File: src/sv/markup_entity_decoder_assert.svh
// Assertion macros for the markup entity decoder.
`ifndef MARKUP_ENTITY_DECODER_ASSERT_SVH
`define MARKUP_ENTITY_DECODER_ASSERT_SVH
`ifndef NO_ASSERTIONS
`define MKD_ASSERT_IMPL(label, ante, cons) \
   label: assert property (@(posedge clock) disable iff (reset) (ante) |-> (cons)) \
      else $error("markup entity decoder: assertion failed");
`define MKD_ASSERT_NEXT(label, ante, cons) \
   label: assert property (@(posedge clock) (ante) |=> (cons)) \
      else $error("markup entity decoder: assertion failed");
`else
`define MKD_ASSERT_IMPL(label, ante, cons)
`define MKD_ASSERT_NEXT(label, ante, cons)
`endif
`endif

File: src/sv/mkd_pkg.sv
package mkd_pkg;

   localparam logic [7:0] CH_AMP  = 8'h26;
   localparam logic [7:0] CH_SEMI = 8'h3B;

   localparam logic [7:0] UTF_LEAD  = 8'hE2;
   localparam logic [7:0] UTF_MID   = 8'h80;
   localparam logic [7:0] UTF_LDQUO = 8'h9C;
   localparam logic [7:0] UTF_RDQUO = 8'h9D;
   localparam logic [7:0] UTF_EMDASH = 8'h94;

   localparam logic [39:0] NAME_LDQUO  = 40'h6C_64_71_75_6F;
   localparam logic [39:0] NAME_RDQUO  = 40'h72_64_71_75_6F;
   localparam logic [47:0] NAME_EMDASH = 48'h65_6D_64_61_73_68;

   typedef enum logic [1:0] {
      CMD_PASS,
      CMD_ENTITY,
      CMD_ERROR,
      CMD_FLUSH
   } cmd_kind_type;

   typedef struct packed {
      cmd_kind_type kind;
      logic [7:0]   data;
      logic         last;
   } cmd_type;

   typedef struct packed {
      logic full;
      logic empty;
   } q_status_type;

   typedef struct packed {
      logic [7:0] in_byte;
      logic       in_last;
   } req_type;

   typedef struct packed {
      logic [7:0] out_byte;
      logic       out_last;
      logic       unknown_markup;
   } rsp_type;

endpackage

File: src/sv/mkd_front.sv
module mkd_front #(
   parameter int MAX_TAG = 8,
   parameter int LEN_W = 4
) (
   input  logic                      clock,
   input  logic                      reset,
   input  logic                      take,
   input  mkd_pkg::req_type          req_data,
   output logic                      push,
   output mkd_pkg::cmd_type          cmd,
   output logic [LEN_W-1:0]          flush_len,
   output logic [MAX_TAG-1:0][7:0]   flush_tags
);

   localparam int IDX_W = $clog2(MAX_TAG);

   logic                    in_tag_ff, in_tag_in;
   logic [LEN_W-1:0]        len_ff, len_in;
   logic                    ovf_ff, ovf_in;
   logic [MAX_TAG-1:0][7:0] tag_ff, tag_in;
   logic [LEN_W-1:0]        len_grow;
   logic [39:0]             head5;
   logic [47:0]             head6;
   logic                    hit_l, hit_r, hit_e;

   assign head5 = {tag_ff[0], tag_ff[1], tag_ff[2], tag_ff[3], tag_ff[4]};
   assign head6 = {head5, tag_ff[5]};
   assign hit_l = (len_ff == LEN_W'(5)) && (head5 == mkd_pkg::NAME_LDQUO);
   assign hit_r = (len_ff == LEN_W'(5)) && (head5 == mkd_pkg::NAME_RDQUO);
   assign hit_e = (len_ff == LEN_W'(6)) && (head6 == mkd_pkg::NAME_EMDASH);

   always_comb begin
      in_tag_in = in_tag_ff;
      len_in    = len_ff;
      ovf_in    = ovf_ff;
      tag_in    = tag_ff;
      len_grow  = len_ff;
      push      = 1'b0;
      cmd.kind  = mkd_pkg::CMD_PASS;
      cmd.data  = req_data.in_byte;
      cmd.last  = req_data.in_last;
      if (take) begin
         if (!in_tag_ff) begin
            if (req_data.in_byte == mkd_pkg::CH_AMP && !req_data.in_last) begin
               in_tag_in = 1'b1;
               len_in    = '0;
               ovf_in    = 1'b0;
            end else begin
               push = 1'b1;
            end
         end else if (req_data.in_byte == mkd_pkg::CH_SEMI) begin
            push = 1'b1;
            if (ovf_ff || !(hit_l || hit_r || hit_e)) begin
               cmd.kind = mkd_pkg::CMD_ERROR;
               cmd.data = 8'h00;
            end else begin
               cmd.kind = mkd_pkg::CMD_ENTITY;
               cmd.data = hit_l ? mkd_pkg::UTF_LDQUO :
                          hit_r ? mkd_pkg::UTF_RDQUO : mkd_pkg::UTF_EMDASH;
            end
            in_tag_in = 1'b0;
            len_in    = '0;
            ovf_in    = 1'b0;
         end else begin
            if (len_ff < LEN_W'(MAX_TAG)) begin
               tag_in[len_ff[IDX_W-1:0]] = req_data.in_byte;
               len_grow = len_ff + LEN_W'(1);
            end else begin
               ovf_in = 1'b1;
            end
            len_in = len_grow;
            if (req_data.in_last) begin
               push      = 1'b1;
               cmd.kind  = mkd_pkg::CMD_FLUSH;
               in_tag_in = 1'b0;
               len_in    = '0;
               ovf_in    = 1'b0;
            end
         end
      end
   end

   assign flush_len  = len_grow;
   assign flush_tags = tag_in;

   always_ff @(posedge clock) begin
      if (reset) begin
         in_tag_ff <= 1'b0;
         len_ff    <= '0;
         ovf_ff    <= 1'b0;
      end else begin
         in_tag_ff <= in_tag_in;
         len_ff    <= len_in;
         ovf_ff    <= ovf_in;
      end
   end

   always_ff @(posedge clock) begin
      tag_ff <= tag_in;
   end

endmodule

File: src/sv/mkd_queue.sv
module mkd_queue #(
   parameter int W = 8
) (
   input  logic                  clock,
   input  logic                  reset,
   input  logic                  push,
   input  logic [W-1:0]          wr_data,
   input  logic                  pop,
   output logic [W-1:0]          rd_data,
   output mkd_pkg::q_status_type status
);

   logic [W-1:0] mem [2];
   logic         wr_ptr_ff, wr_ptr_in;
   logic         rd_ptr_ff, rd_ptr_in;
   logic [1:0]   count_ff, count_in;
   logic         do_push, do_pop;

   assign status.full  = (count_ff == 2'd2);
   assign status.empty = (count_ff == 2'd0);
   assign do_push = push && !status.full;
   assign do_pop  = pop && !status.empty;
   assign rd_data = mem[rd_ptr_ff];

   always_comb begin
      wr_ptr_in = wr_ptr_ff ^ do_push;
      rd_ptr_in = rd_ptr_ff ^ do_pop;
      count_in  = count_ff + {1'b0, do_push} - {1'b0, do_pop};
   end

   always_ff @(posedge clock) begin
      if (reset) begin
         wr_ptr_ff <= 1'b0;
         rd_ptr_ff <= 1'b0;
         count_ff  <= 2'd0;
      end else begin
         wr_ptr_ff <= wr_ptr_in;
         rd_ptr_ff <= rd_ptr_in;
         count_ff  <= count_in;
      end
   end

   always_ff @(posedge clock) begin
      if (do_push) begin
         mem[wr_ptr_ff] <= wr_data;
      end
   end

endmodule

File: src/sv/mkd_back.sv
module mkd_back #(
   parameter int MAX_TAG = 8,
   parameter int LEN_W = 4
) (
   input  logic                    clock,
   input  logic                    reset,
   input  logic                    head_valid,
   input  mkd_pkg::cmd_type        head_cmd,
   input  logic [LEN_W-1:0]        head_len,
   input  logic [MAX_TAG-1:0][7:0] head_tags,
   output logic                    pop,
   output logic                    rsp_valid,
   input  logic                    rsp_ready,
   output mkd_pkg::rsp_type        rsp_data
);

   localparam int IDX_W = $clog2(MAX_TAG);

   logic             rsp_valid_ff, rsp_valid_in;
   mkd_pkg::rsp_type rsp_ff, rsp_in;
   logic [LEN_W-1:0] step_ff, step_in;
   logic [LEN_W-1:0] tag_pos;
   logic             load, fin;
   mkd_pkg::rsp_type cur;

   assign load    = !rsp_valid_ff || rsp_ready;
   assign tag_pos = step_ff - LEN_W'(1);

   always_comb begin
      cur.out_byte       = head_cmd.data;
      cur.out_last       = head_cmd.last;
      cur.unknown_markup = 1'b0;
      fin                = 1'b1;
      case (head_cmd.kind)
         mkd_pkg::CMD_PASS: begin
            fin = 1'b1;
         end
         mkd_pkg::CMD_ERROR: begin
            cur.out_byte       = 8'h00;
            cur.unknown_markup = 1'b1;
         end
         mkd_pkg::CMD_ENTITY: begin
            fin = (step_ff == LEN_W'(2));
            cur.out_last = head_cmd.last && fin;
            if (step_ff == LEN_W'(0)) begin
               cur.out_byte = mkd_pkg::UTF_LEAD;
            end else if (step_ff == LEN_W'(1)) begin
               cur.out_byte = mkd_pkg::UTF_MID;
            end
         end
         mkd_pkg::CMD_FLUSH: begin
            fin = (step_ff == head_len);
            cur.out_last = fin;
            cur.out_byte = (step_ff == LEN_W'(0)) ? mkd_pkg::CH_AMP
                                                  : head_tags[tag_pos[IDX_W-1:0]];
         end
         default: begin
            fin = 1'b1;
         end
      endcase
   end

   always_comb begin
      rsp_valid_in = rsp_valid_ff;
      rsp_in       = rsp_ff;
      step_in      = step_ff;
      pop          = 1'b0;
      if (load) begin
         rsp_valid_in = head_valid;
         if (head_valid) begin
            rsp_in = cur;
            if (fin) begin
               pop     = 1'b1;
               step_in = '0;
            end else begin
               step_in = step_ff + LEN_W'(1);
            end
         end
      end
   end

   always_ff @(posedge clock) begin
      if (reset) begin
         rsp_valid_ff <= 1'b0;
         step_ff      <= '0;
      end else begin
         rsp_valid_ff <= rsp_valid_in;
         step_ff      <= step_in;
      end
   end

   always_ff @(posedge clock) begin
      rsp_ff <= rsp_in;
   end

   assign rsp_valid = rsp_valid_ff;
   assign rsp_data  = rsp_ff;

endmodule

File: src/sv/markup_entity_decoder.sv
// Throughput: one input byte per cycle while the command queue is not full; an
// entity gives three results and an unterminated tag at end of string gives one
// plus its stored length, paced by the output register, with a two-entry command
// queue absorbing the difference.
// Reset: synchronous, clears tag mode, queue and output valid; no clearing pass.
`include "markup_entity_decoder_assert.svh"

module markup_entity_decoder #(
   parameter int MAX_TAG = 8
) (
   input  logic             clock,
   input  logic             reset,
   input  logic             req_valid,
   output logic             req_ready,
   input  mkd_pkg::req_type req_data,
   output logic             rsp_valid,
   input  logic             rsp_ready,
   output mkd_pkg::rsp_type rsp_data
);

   localparam int LEN_W = $clog2(MAX_TAG + 1);
   localparam int CMD_W = $bits(mkd_pkg::cmd_type);
   localparam int Q_W   = CMD_W + LEN_W + 8 * MAX_TAG;

   logic                    take, push, pop;
   mkd_pkg::cmd_type        f_cmd, h_cmd;
   logic [LEN_W-1:0]        f_len, h_len;
   logic [MAX_TAG-1:0][7:0] f_tags, h_tags;
   logic [Q_W-1:0]          q_wr, q_rd;
   mkd_pkg::q_status_type   q_stat;

   assign req_ready = !q_stat.full;
   assign take      = req_valid && req_ready;
   assign q_wr      = {f_cmd, f_len, f_tags};
   assign {h_cmd, h_len, h_tags} = q_rd;

   mkd_front #(
      .MAX_TAG (MAX_TAG),
      .LEN_W   (LEN_W)
   ) u_front (
      .clock      (clock),
      .reset      (reset),
      .take       (take),
      .req_data   (req_data),
      .push       (push),
      .cmd        (f_cmd),
      .flush_len  (f_len),
      .flush_tags (f_tags)
   );

   mkd_queue #(
      .W (Q_W)
   ) u_queue (
      .clock   (clock),
      .reset   (reset),
      .push    (push),
      .wr_data (q_wr),
      .pop     (pop),
      .rd_data (q_rd),
      .status  (q_stat)
   );

   mkd_back #(
      .MAX_TAG (MAX_TAG),
      .LEN_W   (LEN_W)
   ) u_back (
      .clock      (clock),
      .reset      (reset),
      .head_valid (!q_stat.empty),
      .head_cmd   (h_cmd),
      .head_len   (h_len),
      .head_tags  (h_tags),
      .pop        (pop),
      .rsp_valid  (rsp_valid),
      .rsp_ready  (rsp_ready),
      .rsp_data   (rsp_data)
   );

   `MKD_ASSERT_IMPL(a_err_zero, rsp_valid && rsp_data.unknown_markup, rsp_data.out_byte == 8'h00)
   `MKD_ASSERT_IMPL(a_q_sane, 1'b1, !(q_stat.full && q_stat.empty))
   `MKD_ASSERT_NEXT(a_reset_idle, reset, !rsp_valid && req_ready)

endmodule

File: config.mk
export PLATFORM = sky130hd
export DESIGN_NAME = markup_entity_decoder
export DESIGN_NICKNAME = d
export VERILOG_FILES = /design/src/sv/mkd_pkg.sv /design/src/sv/mkd_front.sv /design/src/sv/mkd_queue.sv /design/src/sv/mkd_back.sv /design/src/sv/markup_entity_decoder.sv
export VERILOG_INCLUDE_DIRS = /design/src /design/src/sv
export SDC_FILE = /design/constraint.sdc
export NUM_CORES = 1
export LEC_CHECK = 0
export BUFFER_PORTS_ARGS = -buffer_cell sky130_fd_sc_hd__buf_2
export CAP_MARGIN = 10
export CORE_AREA = 10 10 226 185
export CTS_BUF_LIST = sky130_fd_sc_hd__clkbuf_8
export DETAILED_ROUTE_END_ITERATION = 8
export DIE_AREA = 0 0 236 195
export GPL_TIMING_DRIVEN = 0
export SKIP_LAST_GASP = 1
export SLEW_MARGIN = 20
export SYNTH_ARGS = -nofsm -noshare
export SYNTH_HDL_FRONTEND = slang
export SYNTH_SLANG_ARGS = --single-unit
export TNS_END_PERCENT = 5
File: constraint.sdc
create_clock -name clock -period 4.9 [get_ports clock]
set_input_delay 0.49 -clock clock [delete_from_list [all_inputs] [get_ports clock]]
set_output_delay 0.49 -clock clock [all_outputs]
set_load 0.02 [all_outputs]
; ---- Word-level counts from Yosys, hierarchy flattened
; Memory sizes are Yosys's and may differ from the RTL's. A register that Yosys moved wholly into a read port is not among the register bits.
; Cells that the tools add are included.
[word_totals]
mem_bits_rw = 158
in_bits = 13
mem_count = 1
ff_bits = 89
out_inout_bits = 12
[memory_table]
columns = name, words, width, rd, rd_ports_with_merged_regs, write_ports, line_no
row1 = u_queue.mem, 2, 79, 1, 1, 1, mkd_queue.sv:13  ; logic [W-1:0] mem [2];
[classes]
reduce_logical = 24
add_sub_neg = 5
n_lt_le_gt_ge = 4
mux = 53
n_bitwise = 3
n_eq_ne = 15
[ops]
columns = operator, count
row1 = 64-bit two-way mux, 4
row2 = "40-bit by 39-bit == test with 1-bit output, second input constant", 2
row3 = 64-bit bitwise mux, 1
row4 = 8-bit two-way mux, 7
row5 = "48-bit by 47-bit == test with 1-bit output, second input constant", 1
row6 = 4-bit two-way mux, 10
row7 = 10-bit two-way mux, 3
row8 = 8-bit binary-select mux with 3-bit select, 1
row9 = 8-bit demux with 3-bit select, 1
row10 = 8-bit case mux with 3 select lines, 1
row11 = 1-bit two-way mux, 21
row12 = "8-bit by 6-bit == test with 1-bit output, second input constant", 2
row13 = 1-bit logical AND, 9
row14 = "4-bit by 1-bit adder with 4-bit output, second input constant", 2
row15 = "4-bit by 3-bit == test with 1-bit output, second input constant", 2
row16 = "3-bit by 4-bit < comparator with 1-bit output, second input constant", 2
row17 = "2-bit == test, second input constant", 3
row18 = 1-bit zero test, 5
row19 = "4-bit by 1-bit == test with 1-bit output, second input constant", 1
row20 = "4-bit by 2-bit == test with 1-bit output, second input constant", 1
row21 = 4-bit == test, 1
row22 = 4-bit zero test, 1
row23 = 1-bit logical OR, 4
row24 = "4-bit < comparator, second input constant", 1
row25 = other kinds (14), 18

; ---- Logic depth before layout (Yosys ltp)
; Gate-level depths: netlist (run 1).
[logic_depth]
depth_word = 10
mapped_depth = 12
mapped_depth_nobuf = 11

; ---- Modules after synthesis
; A second synthesis (run 1) with hierarchy kept.
[unflattened]
cells_unflattened = 645
hier_area_um2 = 10271.1
[modules_own_cells]
columns = mod, n_inst, cells_per_inst, area_per_inst_um2, seq_area_each_um2
row1 = mkd_queue, 1, 269, 5962.0, 4824.6
row2 = mkd_front, 1, 261, 2992.9, 1401.3
row3 = mkd_back, 1, 112, 1302.5, 400.4
row4 = markup_entity_decoder, 1, 3, 13.8, 0.0

; ---- Worst setup path before layout (run 1)
; Ideal clock, no wire load.
[synth_timing]
path_type = input to register
startpoint = in req_data[7] (netlist bit)
endpoint = mem u_queue.mem[1][0] (netlist bit), enable pin
slack_ps = 891
arrival_ps = 3563
required_ps = 4454
path_stages = 6
path_buffers = 1
cell_sequence = buf_4 nand4bb_4 nor2_1 or3_1 nor3b_1 ha_1
[synth_between]
elab_chain_len = 8
word_cells_on_any_way = 10
classes_between = eq/ne: 2 / mux: 6 / reduce/logical: 2
[synth_lines]
columns = element, line_no
row1 = start: declaration, markup_entity_decoder.sv:15  ; input mkd_pkg::req_type req_data,
row2 = 8-bit by 6-bit == test with 1-bit output, mkd_front.sv:44  ; if (req_data.in_byte == mkd_pkg::CH_AMP && !req_data.in_last) begin
row3 = 1-bit logical AND, mkd_front.sv:44
row4 = 1-bit two-way mux, mkd_front.sv:44
row5 = 1-bit two-way mux (*), mkd_front.sv:43  ; if (!in_tag_ff) begin
row6 = 1-bit two-way mux (*), mkd_front.sv:42  ; if (take) begin
row7 = 1-bit logical AND (*), mkd_queue.sv:21  ; assign do_push = push && !status.full;
row8 = 1-bit two-way mux (*), mkd_queue.sv:44  ; if (do_push) begin
row9 = 1-bit two-way mux (implied by the code) (*), mkd_queue.sv:45  ; mem[wr_ptr_ff] <= wr_data;
row10 = end: declaration, mkd_queue.sv:13
; Every way passes the cells marked *; elsewhere a longest branch is shown, timed or not.

==> flow_summary.json, run 1 <==
{
  "port_buffers": 21,
  "drc": 0,
  "worst_pin_slew_ns": 1.019,
  "finalHoldWorstSlack_ns": 0.2467,
  "grt_max_degree": 48,
  "relSlewSlack": 0.3192,
  "rsz0062_at_grt": "false",
  "swShare": 0.3311,
  "grt-ovfl-total": 0,
  "pwr-share-comb": 0.296,
  "final_util": 0.3029,
  "end_kind": "flip-flop",
  "layout_common_cells": "edfxtp_1 (168), dfxtp_1 (79), mux2_2 (59)",
  "dp_hpwl_um": 15700,
  "num_io_pins": 25,
  "fin_skew_ns": 0.01697,
  "diodes": 0,
  "worstPathRequired_ns": 5.14,
  "htree_levels": 2,
  "detail-route-antenna-nets": 0,
  "first_global_vias": 5470,
  "avgRoutedWirePerCell_um": 19.23,
  "p_int_mw": 4.126,
  "synth_edf_count": 168,
  "power_switching_mw": 2.043,
  "max_freq_mhz": 262.3,
  "cts_tree": "built",
  "grt_antenna_before_repair": 0,
  "power.static_leakage_nw": 3.980,
  "setup_viol_count_final": 0,
  "power_density_nw_per_um2": 542.2,
  "syn_inst": 621,
  "r2r_slack_ns": 1.09,
  "ctsHoldBuffers": 0,
  "post_cts_buffers": 0,
  "crit_end": "u_back.rsp_data[8]$_DFFE_PP_",
  "period_needed_ns": 3.813,
  "hold_violations": 0,
  "die_height_um": 195,
  "row_count": 64,
  "syn_area_um2": 9899,
  "outcome": "finished, final reports clean",
  "synthFlopType": "edfxtp_1",
  "cts_resized": 0,
  "routed_wl_um": 23170,
  "worstReg2RegEnd": "u_back.rsp_data[8]$_DFFE_PP_",
  "synth_area_leaders": "edfxtp_1 (51%), dfxtp_1 (16%), mux4_2 (7.1%)",
  "hold_class": "input port to flip-flop",
  "syn_to_final_growth_pct": 14.93,
  "vias": 5579,
  "vias_per_cell": 4.630,
  "clock_power_share": 0.252,
  "final_common_cell": "edfxtp_1",
  "power_mw": 6.169,
  "track_usage": 0.09945,
  "power_frac_seq": 0.452,
  "grt_pass1_wl_um": 34980,
  "worstSetupStartpoint": "u_back.step_ff[0]$_SDFFE_PP0P_",
  "fin_ws_ns": 1.087,
  "cap_viol_max_count": 0,
  "coreArea_um2": 37560,
  "num-nets-final": 709,
  "yosys.cell_types.count": 63,
  "place_ws_ns": 1.112,
  "clock_latency_ns": 0.54,
  "first_pass_iters": 5,
  "drv_slew": 0,
  "critPathLaunchType": "flip-flop",
  "numCtsBuffers": 38,
  "cts.sinks": 247,
  "cp_max_fo": 10,
  "drt_iter0_drc": 436,
  "synth_nets": 646,
  "r2r_cells": 8,
  "synth_seq_cells": 247,
  "synth_warnings": 0,
  "drive_gt1_frac": 0.2648,
  "cts.clk_slew.worst_paths_ns": 0.06,
  "synth_top_area_cell": "edfxtp_1",
  "finalCritPeriodShare": 0.7781,
  "async_reset_ff_frac": 0,
  "r2r_start": "u_back.step_ff[0]$_SDFFE_PP0P_",
  "cts_root_buf": "clkbuf_8",
  "yosysSeqAreaShare": 0.6694,
  "ir_worst_vdd_mv": 0.2544,
  "initial_core_util": 0.2636,
  "critical_path_class": "flip-flop to flip-flop",
  "avgSynthCellArea_um2": 15.94,
  "cp.arrival_ns": 4.06,
  "die_width_um": 236,
  "clock_path_buffers": 3,
  "synth_top_cell_area_share": 0.5096,
  "die_area_um2": 46020,
  "setup_tns_ns": 0,
  "place.gp.congestion": 0.8231
}
## worst max-delay path, stage by stage (launching register included)
cell	delay, ns
dfxtp_1	0.51
clkinv_1	0.44
ha_1	0.45
clkbuf_1	0.40
clkbuf_1	0.67
clkbuf_1	0.49
nand3_1	0.13
o21ai_0	0.23
o21ai_0	0.21
## per-stage QoR
stage,instance area (µm²),cells
after CTS,11380,1205
after global routing,11380,1205
after global placement,10620,1137
final,11380,1205
after detailed placement,10700,1139
after floorplan,9899,621
## state kept, by name, indices dropped and copies added (netlist names)
register and count:
u_queue.mem 158, u_front.head5 40, u_front.tag_ff 16, u_back.rsp_data 10, u_front.head6 8, u_back.step_ff 4
u_front.len_ff 4, u_queue.count_ff 2, u_back.rsp_valid 1, u_front.in_tag_ff 1, u_front.ovf_ff 1, u_queue.rd_ptr_ff 1
u_queue.wr_ptr_ff 1
## power groups by stage
stage | Sequential, mW | Clock (mW) | Combinational (mW)
detailed placement | 2.83 | 0 | 1.83
global route | 2.82 | 1.69 | 2.00
finish | 2.79 | 1.55 | 1.83
floorplan | 2.86 | 0 | 1.17
global placement | 2.85 | 0 | 1.78
CTS | 2.79 | 1.60 | 1.84
## worst min-delay path by stage
stage,startpoint,endpoint,depth (start not counted)
after global routing,req_data[0],u_queue.mem[1][68]$_DFFE_PP_,1
after detailed placement,u_front.tag_ff[52]$_DFF_P_,u_front.tag_ff[52]$_DFF_P_,1
after floorplan,u_front.ovf_ff$_SDFFE_PP0P_,u_front.ovf_ff$_SDFFE_PP0P_,2
after CTS,req_data[0],u_queue.mem[1][68]$_DFFE_PP_,1
after global placement,u_front.tag_ff[55]$_DFF_P_,u_front.tag_ff[55]$_DFF_P_,1
final,req_data[0],u_queue.mem[0][68]$_DFFE_PP_,1
## per-layer routing
layer	track usage	up-vias	routed length, µm
met4	0.03272	0	553
met2	0.1353	172	9291
met5	0	-	0
li1	-	2527	-
met3	0.02666	47	1560
met1	0.1476	2833	11770
## layout make-up
cell class,instances,area [µm²]
Timing Repair Buffer,23,152.6
Multi-Input combinational cell,335,3141
Clock buffer,41,564.3
Buffer,29,127.6
Clock inverter,25,108.9
Tap cell,495,619.3
Sequential cell,247,6626
Inverter,10,37.54
Fill cell,3683,26180
## cell families (layout without fill, tap and decap cells)
family	count (synthesis)	count (layout)	synth area share
flip-flops	247	247	0.6694
multiplexers	114	114	0.1625
adder cells (fa/ha/maj)	12	12	0.01517
AND/OR/NAND/NOR	142	142	0.08822
XOR/XNOR	15	15	0.01327
buffers and inverters	39	128	0.01668
AO/OA/AOI/OAI	52	52	0.03476
## synthesized netlist by cell type (all sizes together), types with 4 or more instances
library cell,number
a21oi,12
a31oi,4
buf,12
clkbuf,17
dfxtp,79
edfxtp,168
ha,12
inv,8
mux2,64
mux2i,19
mux4,31
nand2,45
nand3,14
nand3b,7
nor2,22
nor2b,6
nor3,9
nor4b,5
nor4bb,8
o2111ai,4
o21ai,13
xnor2,10
xor2,5
No activity file was read; power rests on OpenSTA's default activity.
==> run 2: changes to the inputs <==
--- a/config.mk
+++ b/config.mk
@@ -6,12 +6,13 @@
 export SDC_FILE = /design/constraint.sdc
 export NUM_CORES = 1
 export LEC_CHECK = 0
+export ABC_AREA = 1
 export BUFFER_PORTS_ARGS = -buffer_cell sky130_fd_sc_hd__buf_2
 export CAP_MARGIN = 10
-export CORE_AREA = 10 10 226 185
+export CORE_AREA = 10 10 228 187
 export CTS_BUF_LIST = sky130_fd_sc_hd__clkbuf_8
 export DETAILED_ROUTE_END_ITERATION = 8
-export DIE_AREA = 0 0 236 195
+export DIE_AREA = 0 0 238 197
 export GPL_TIMING_DRIVEN = 0
 export SKIP_LAST_GASP = 1
 export SLEW_MARGIN = 20
==> constraint.sdc (replaced) <==
create_clock -name clock -period 3.2 [get_ports clock]
set_input_delay 0.32 -clock clock [delete_from_list [all_inputs] [get_ports clock]]
set_output_delay 0.32 -clock clock [all_outputs]
set_load 0.02 [all_outputs]
==> flow_summary.json, run 2 <==
{
  "cp.buffers_inverters": 3,
  "layout_common_cells": "nand2_1 (221), edfxtp_1 (168), nor2_1 (109)",
  "crit_top_cell": "nand2_1",
  "avgRoutedWirePerCell_um": 17.81,
  "clock_latency_ns": 0.54,
  "cts.sinks": 247,
  "worstPathRequired_ns": 3.50,
  "worstReg2RegEnd": "u_back.rsp_data[8]$_DFFE_PP_",
  "ctsHoldBuffers": 0,
  "synth_nets": 1010,
  "grt-ovfl-total": 0,
  "fin_skew_ns": 0.02674,
  "syn_to_final_growth_pct": 15.10,
  "end_kind": "flip-flop",
  "critPathLaunchType": "flip-flop",
  "detail-route-antenna-nets": 0,
  "synthFlopType": "edfxtp_1",
  "die_height_um": 197,
  "period_needed_ns": 3.027,
  "synth_edf_count": 168,
  "crit_family": "buffers and inverters",
  "coreArea_um2": 37880,
  "setup_tns_ns": 0,
  "track_usage": 0.1171,
  "synth_warnings": 0,
  "largest-register": "u_queue.mem",
  "cp_slowest_stage_delay_ns": 0.48,
  "grt_max_degree": 46,
  "cts.clk_slew.worst_paths_ns": 0.07,
  "dr_wl_met2_um": 12110,
  "drt_iter0_drc": 729,
  "drv_slew": 0,
  "finalCritPeriodShare": 0.9459,
  "cp_max_fo": 15,
  "row_count": 64,
  "hold_violations": 0,
  "numCtsBuffers": 40,
  "r2r_slack_ns": 0.17,
  "met3_length_um": 2252,
  "avgSynthCellArea_um2": 10.27,
  "yosysSeqAreaShare": 0.6549,
  "outcome": "finished, final reports clean",
  "syn_inst": 985,
  "drive_gt1_frac": 0.1210,
  "synth_area_leaders": "edfxtp_1 (50%), dfxtp_1 (16%), nand2_1 (8.2%)",
  "synth_seq_cells": 247,
  "initial_core_util": 0.2671,
  "routed_wl_um": 28100,
  "htree_levels": 2,
  "r2r_cells": 9,
  "synth_top_area_cell": "edfxtp_1",
  "cts_tree": "built",
  "hold_end": "u_back.step_ff[0]$_SDFFE_PP0P_",
  "port_buffers": 24,
  "cap_viol_max_count": 0,
  "placed_area_um2": 10920,
  "rsz0062_at_grt": "false",
  "num_io_pins": 25,
  "worst_pin_slew_ns": 0.9137,
  "first_pass_iters": 5,
  "power_density_nw_per_um2": 874.8,
  "power.static_leakage_nw": 4.325,
  "max_freq_mhz": 330.4,
  "synth.most_common_cell": "nand2_1",
  "synth_top_cell_area_share": 0.4986,
  "grt_antenna_before_repair": 0,
  "diodes": 0,
  "synth_common_cells": "nand2_1 (221), edfxtp_1 (168), nor2_1 (109), dfxtp_1 (79), o21ai_1 (78)",
  "r2r_start": "u_back.step_ff[0]$_SDFFE_PP0P_",
  "cp_slowest_cell": "dfxtp_1",
  "critical_path_class": "flip-flop to flip-flop",
  "vias_per_cell": 4.674,
  "final_common_cell": "nand2_1",
  "hold_depth": 2,
  "finalHoldWorstSlack_ns": 0.02637,
  "ir_worst_vdd_mv": 0.2754,
  "drc": 0,
  "die_width_um": 238,
  "clock_path_buffers": 3,
  "routedLengthMet1_um": 13110,
  "syn_area_um2": 10120,
  "async_reset_ff_frac": 0,
  "cts_root_buf": "clkbuf_8",
  "yosys.cell_types.count": 35,
  "largest_reg_flops": 158,
  "die_area_um2": 46890,
  "num-nets-final": 1076,
  "post_cts_buffers": 0,
  "stdcell_area_um2": 11650,
  "grt_pass1_wl_um": 42430,
  "path_cells": "inv_1 > ha_1 > clkbuf_2 > buf_2 > o211ai_1 > nand3_1 > nand2_1 > nand2_1 > nand2_1",
  "highest_layer": "met4",
  "vias": 7376,
  "dp_hpwl_um": 19160,
  "relSlewSlack": 0.3844,
  "first_global_vias": 6993,
  "place.gp.congestion": 0.8621,
  "cp.arrival_ns": 3.32,
  "hold_start": "reset",
  "setup_viol_count_final": 0,
  "hold_class": "input port to flip-flop"
}
-- run 2: cell families after synthesis --
group / share of synthesized area
mux: 0.003957
flops: 0.6549
fa+ha+maj: 0.01484
xor+xnor: 0.005193
simple gates: 0.1842
buf+inv: 0.04736
compound gates: 0.08953
-- run 2: layout make-up --
type | count | area [µm²]
Sequential cell | 247 | 6626
Clock buffer | 44 | 605.6
Buffer | 36 | 200.2
Tap cell | 495 | 619.3
Clock inverter | 30 | 122.6
Multi-Input combinational cell | 627 | 3038
Inverter | 73 | 274.0
Fill cell | 3888 | 26230
Timing Repair Buffer | 26 | 160.2
-- run 2: worst max-delay path by stage --
stage / start / end / slack [ns] / cells past startpoint
6_report: u_back.step_ff[0]$_SDFFE_PP0P_ / u_back.rsp_data[8]$_DFFE_PP_ / 0.17 / 9
5_1_grt: u_back.step_ff[0]$_SDFFE_PP0P_ / u_back.rsp_data[8]$_DFFE_PP_ / 0.11 / 9
4_1_cts: u_back.step_ff[0]$_SDFFE_PP0P_ / u_back.rsp_data[6]$_DFFE_PP_ / 0.14 / 9
3_5_place_dp: u_back.step_ff[0]$_SDFFE_PP0P_ / u_back.rsp_data[8]$_DFFE_PP_ / -0.56 / 10
3_3_place_gp: req_data[3] / u_queue.mem[1][61]$_DFFE_PP_ / -2.13 / 9
2_1_floorplan: req_data[3] / u_queue.mem[1][0]$_DFFE_PP_ / -0.30 / 8
-- run 2: power by group --
group / leakage [nW] / total, mW / internal [mW] / switching [mW]
sequential: 2.25 / 4.49 / 4.25 / 0.247
clock: 0.451 / 2.51 / 1.27 / 1.24
combinational: 1.62 / 3.19 / 0.870 / 2.32
total: 4.32 / 10.2 / 6.38 / 3.80
-- run 2: metal layers --
layer  up-vias  GRT usage
li1       3502          -
met1      3543     0.1646
met2       281     0.1729
met3        50    0.02970
met4         0    0.03673
met5         -          0
-- run 2: what timing repair did --
item                       4_1_cts  5_1_grt
gates resized for setup          2        0
cloned                           0        0
setup endpoints to repair        7        1
-- run 2: stage by stage --
step                  util  power (mW)  instances  worst slack (ns)
finish              0.3075       10.19       1578            0.1731
global route        0.3075       10.75       1578            0.1109
CTS                 0.3076       10.21       1579            0.1366
detailed placement  0.2884       7.722       1506           -0.5638
global placement    0.2867       7.667       1504            -2.132
floorplan                -       6.499        985           -0.3006
==> run 3: changes to the inputs <==
==> constraint.sdc (replaced) <==
create_clock -name clock -period 3.3 [get_ports clock]
set_input_delay 0.66 -clock clock [delete_from_list [all_inputs] [get_ports clock]]
set_output_delay 0.66 -clock clock [all_outputs]
set_load 0.02 [all_outputs]
==> flow_summary.json, run 3 (synthesis results as in run 2) <==
{
  "fill_cells": 3889,
  "ctsHoldBuffers": 0,
  "routed_wl_um": 28160,
  "grt-ovfl-total": 0,
  "grt_pass1_wl_um": 42430,
  "ir_worst_vdd_mv": 0.2769,
  "relSlewSlack": 0.3832,
  "cts_resized": 2,
  "first_global_vias": 6993,
  "power_mw": 9.888,
  "power.static_leakage_nw": 4.326,
  "setup_viol_count_final": 0,
  "place_inst": 1506,
  "port_buffers": 24,
  "end_kind": "flip-flop",
  "cts.clk_slew.worst_paths_ns": 0.06,
  "stdcell_area_um2": 11650,
  "avgRoutedWirePerCell_um": 17.83,
  "first_pass_iters": 6,
  "dp_hpwl_um": 19160,
  "largest_reg_flops": 158,
  "cts_root_buf": "clkbuf_8",
  "grt_antenna_before_repair": 0,
  "die_area_um2": 46890,
  "period_needed_ns": 3.128,
  "cts_tree": "built",
  "num_io_pins": 25,
  "max_freq_mhz": 319.7,
  "place.gp.congestion": 0.8621,
  "fin_skew_ns": 0.02379,
  "drc": 0,
  "swShare": 0.3737,
  "outcome": "finished, final reports clean",
  "p_int_mw": 6.193,
  "detail-route-antenna-nets": 0,
  "placed_area_um2": 10920,
  "cts.sinks": 247,
  "vias": 7367,
  "drive_gt1_frac": 0.1208,
  "largest-register": "u_queue.mem",
  "row_count": 64,
  "clock_power_share": 0.245,
  "drv_slew": 0,
  "htree_levels": 2,
  "track_usage": 0.1171,
  "stdcell_count": 1579,
  "numCtsBuffers": 40,
  "post_cts_buffers": 0,
  "hold_violations": 0,
  "clock_path_buffers": 3,
  "cp.arrival_ns": 3.42,
  "grt_max_degree": 46,
  "power_switching_mw": 3.695,
  "finalHoldWorstSlack_ns": 0.3725,
  "initial_core_util": 0.2671,
  "pwr-share-comb": 0.314,
  "layout_common_cells": "nand2_1 (221), edfxtp_1 (168), nor2_1 (109)",
  "worst_pin_slew_ns": 0.9155,
  "clock_latency_ns": 0.54,
  "diodes": 0,
  "vias_per_cell": 4.666,
  "worstPathRequired_ns": 3.59,
  "power_density_nw_per_um2": 848.8,
  "power_frac_seq": 0.441,
  "drt_iter0_drc": 764,
  "critPathLaunchType": "flip-flop",
  "final_common_cell": "nand2_1",
  "coreArea_um2": 37880,
  "num-nets-final": 1077,
  "die_width_um": 238,
  "hold_class": "input port to flip-flop",
  "die_height_um": 197,
  "finalCritPeriodShare": 0.9478,
  "cap_viol_max_count": 0,
  "rsz0062_at_grt": "false",
  "syn_to_final_growth_pct": 15.14,
  "critical_path_class": "flip-flop to flip-flop",
  "cp_max_fo": 15
}
## run 3: cell types whose count changed in the layout (fill, tap and decap cells not counted)
cell | before | now
buf_1 | 2 | 3
## run 3: power groups by stage
stage                     Combinational (mW)  Sequential (mW)  Clock, mW
after detailed placement                3.07             4.41          0
final                                   3.10             4.36       2.43
after global routing                    3.41             4.41       2.61
after CTS                               3.09             4.36       2.46
after floorplan                         1.84             4.47          0
after global placement                  2.98             4.45          0
## run 3: worst paths after layout
path / from / to / slack (ns) / cells past startpoint
worst max-delay path: u_back.step_ff[0]$_SDFFE_PP0P_ / u_back.rsp_data[6]$_DFFE_PP_ / 0.17 / 9
worst min-delay path: reset / u_back.rsp_valid$_SDFFE_PP0N_ / 0.37 / 2
worst max register to register: u_back.step_ff[0]$_SDFFE_PP0P_ / u_back.rsp_data[6]$_DFFE_PP_ / 0.17 / 9
worst min register to register: u_front.tag_ff[54]$_DFF_P_ / u_front.tag_ff[54]$_DFF_P_ / 0.49 / 2
## run 3: final cells by class
class / instances / area [µm²] / area share
Tap cell: 495 / 619.3 / 0.05316
Sequential cell: 247 / 6626 / 0.5688
Buffer: 37 / 203.9 / 0.01751
Timing Repair Buffer: 26 / 160.2 / 0.01375
Clock buffer: 44 / 605.6 / 0.05198
Multi-Input combinational cell: 627 / 3038 / 0.2608
Clock inverter: 30 / 122.6 / 0.01053
Inverter: 73 / 274.0 / 0.02352
## run 3: critical path: stages (launching register included)
cell	delay, ns
dfxtp_1	0.48
inv_1	0.37
ha_1	0.44
inv_1	0.22
buf_1	0.62
a21oi_1	0.09
a22oi_1	0.28
nand2_1	0.13
nand3_1	0.17
nand2_1	0.08
## run 3: stage by stage
step | worst slack (ns) | TNS (ns) | utilization
6_report | 0.1724 | 0 | 0.3076
2_1_floorplan | -0.5406 | -85.42 | -
3_3_place_gp | -2.372 | -374.58 | 0.2867
5_1_grt | 0.03169 | 0 | 0.3076
3_5_place_dp | -0.4638 | -12.68 | 0.2884
4_1_cts | 0.2366 | 0 | 0.3076
## run 3: layer usage
layer / up-vias / part of all wire / track usage
met5: - / 0 / 0
met4: 0 / 0.025 / 0.03673
met3: 61 / 0.086 / 0.02970
met2: 287 / 0.43 / 0.1729
met1: 3520 / 0.46 / 0.1646
li1: 3499 / - / -
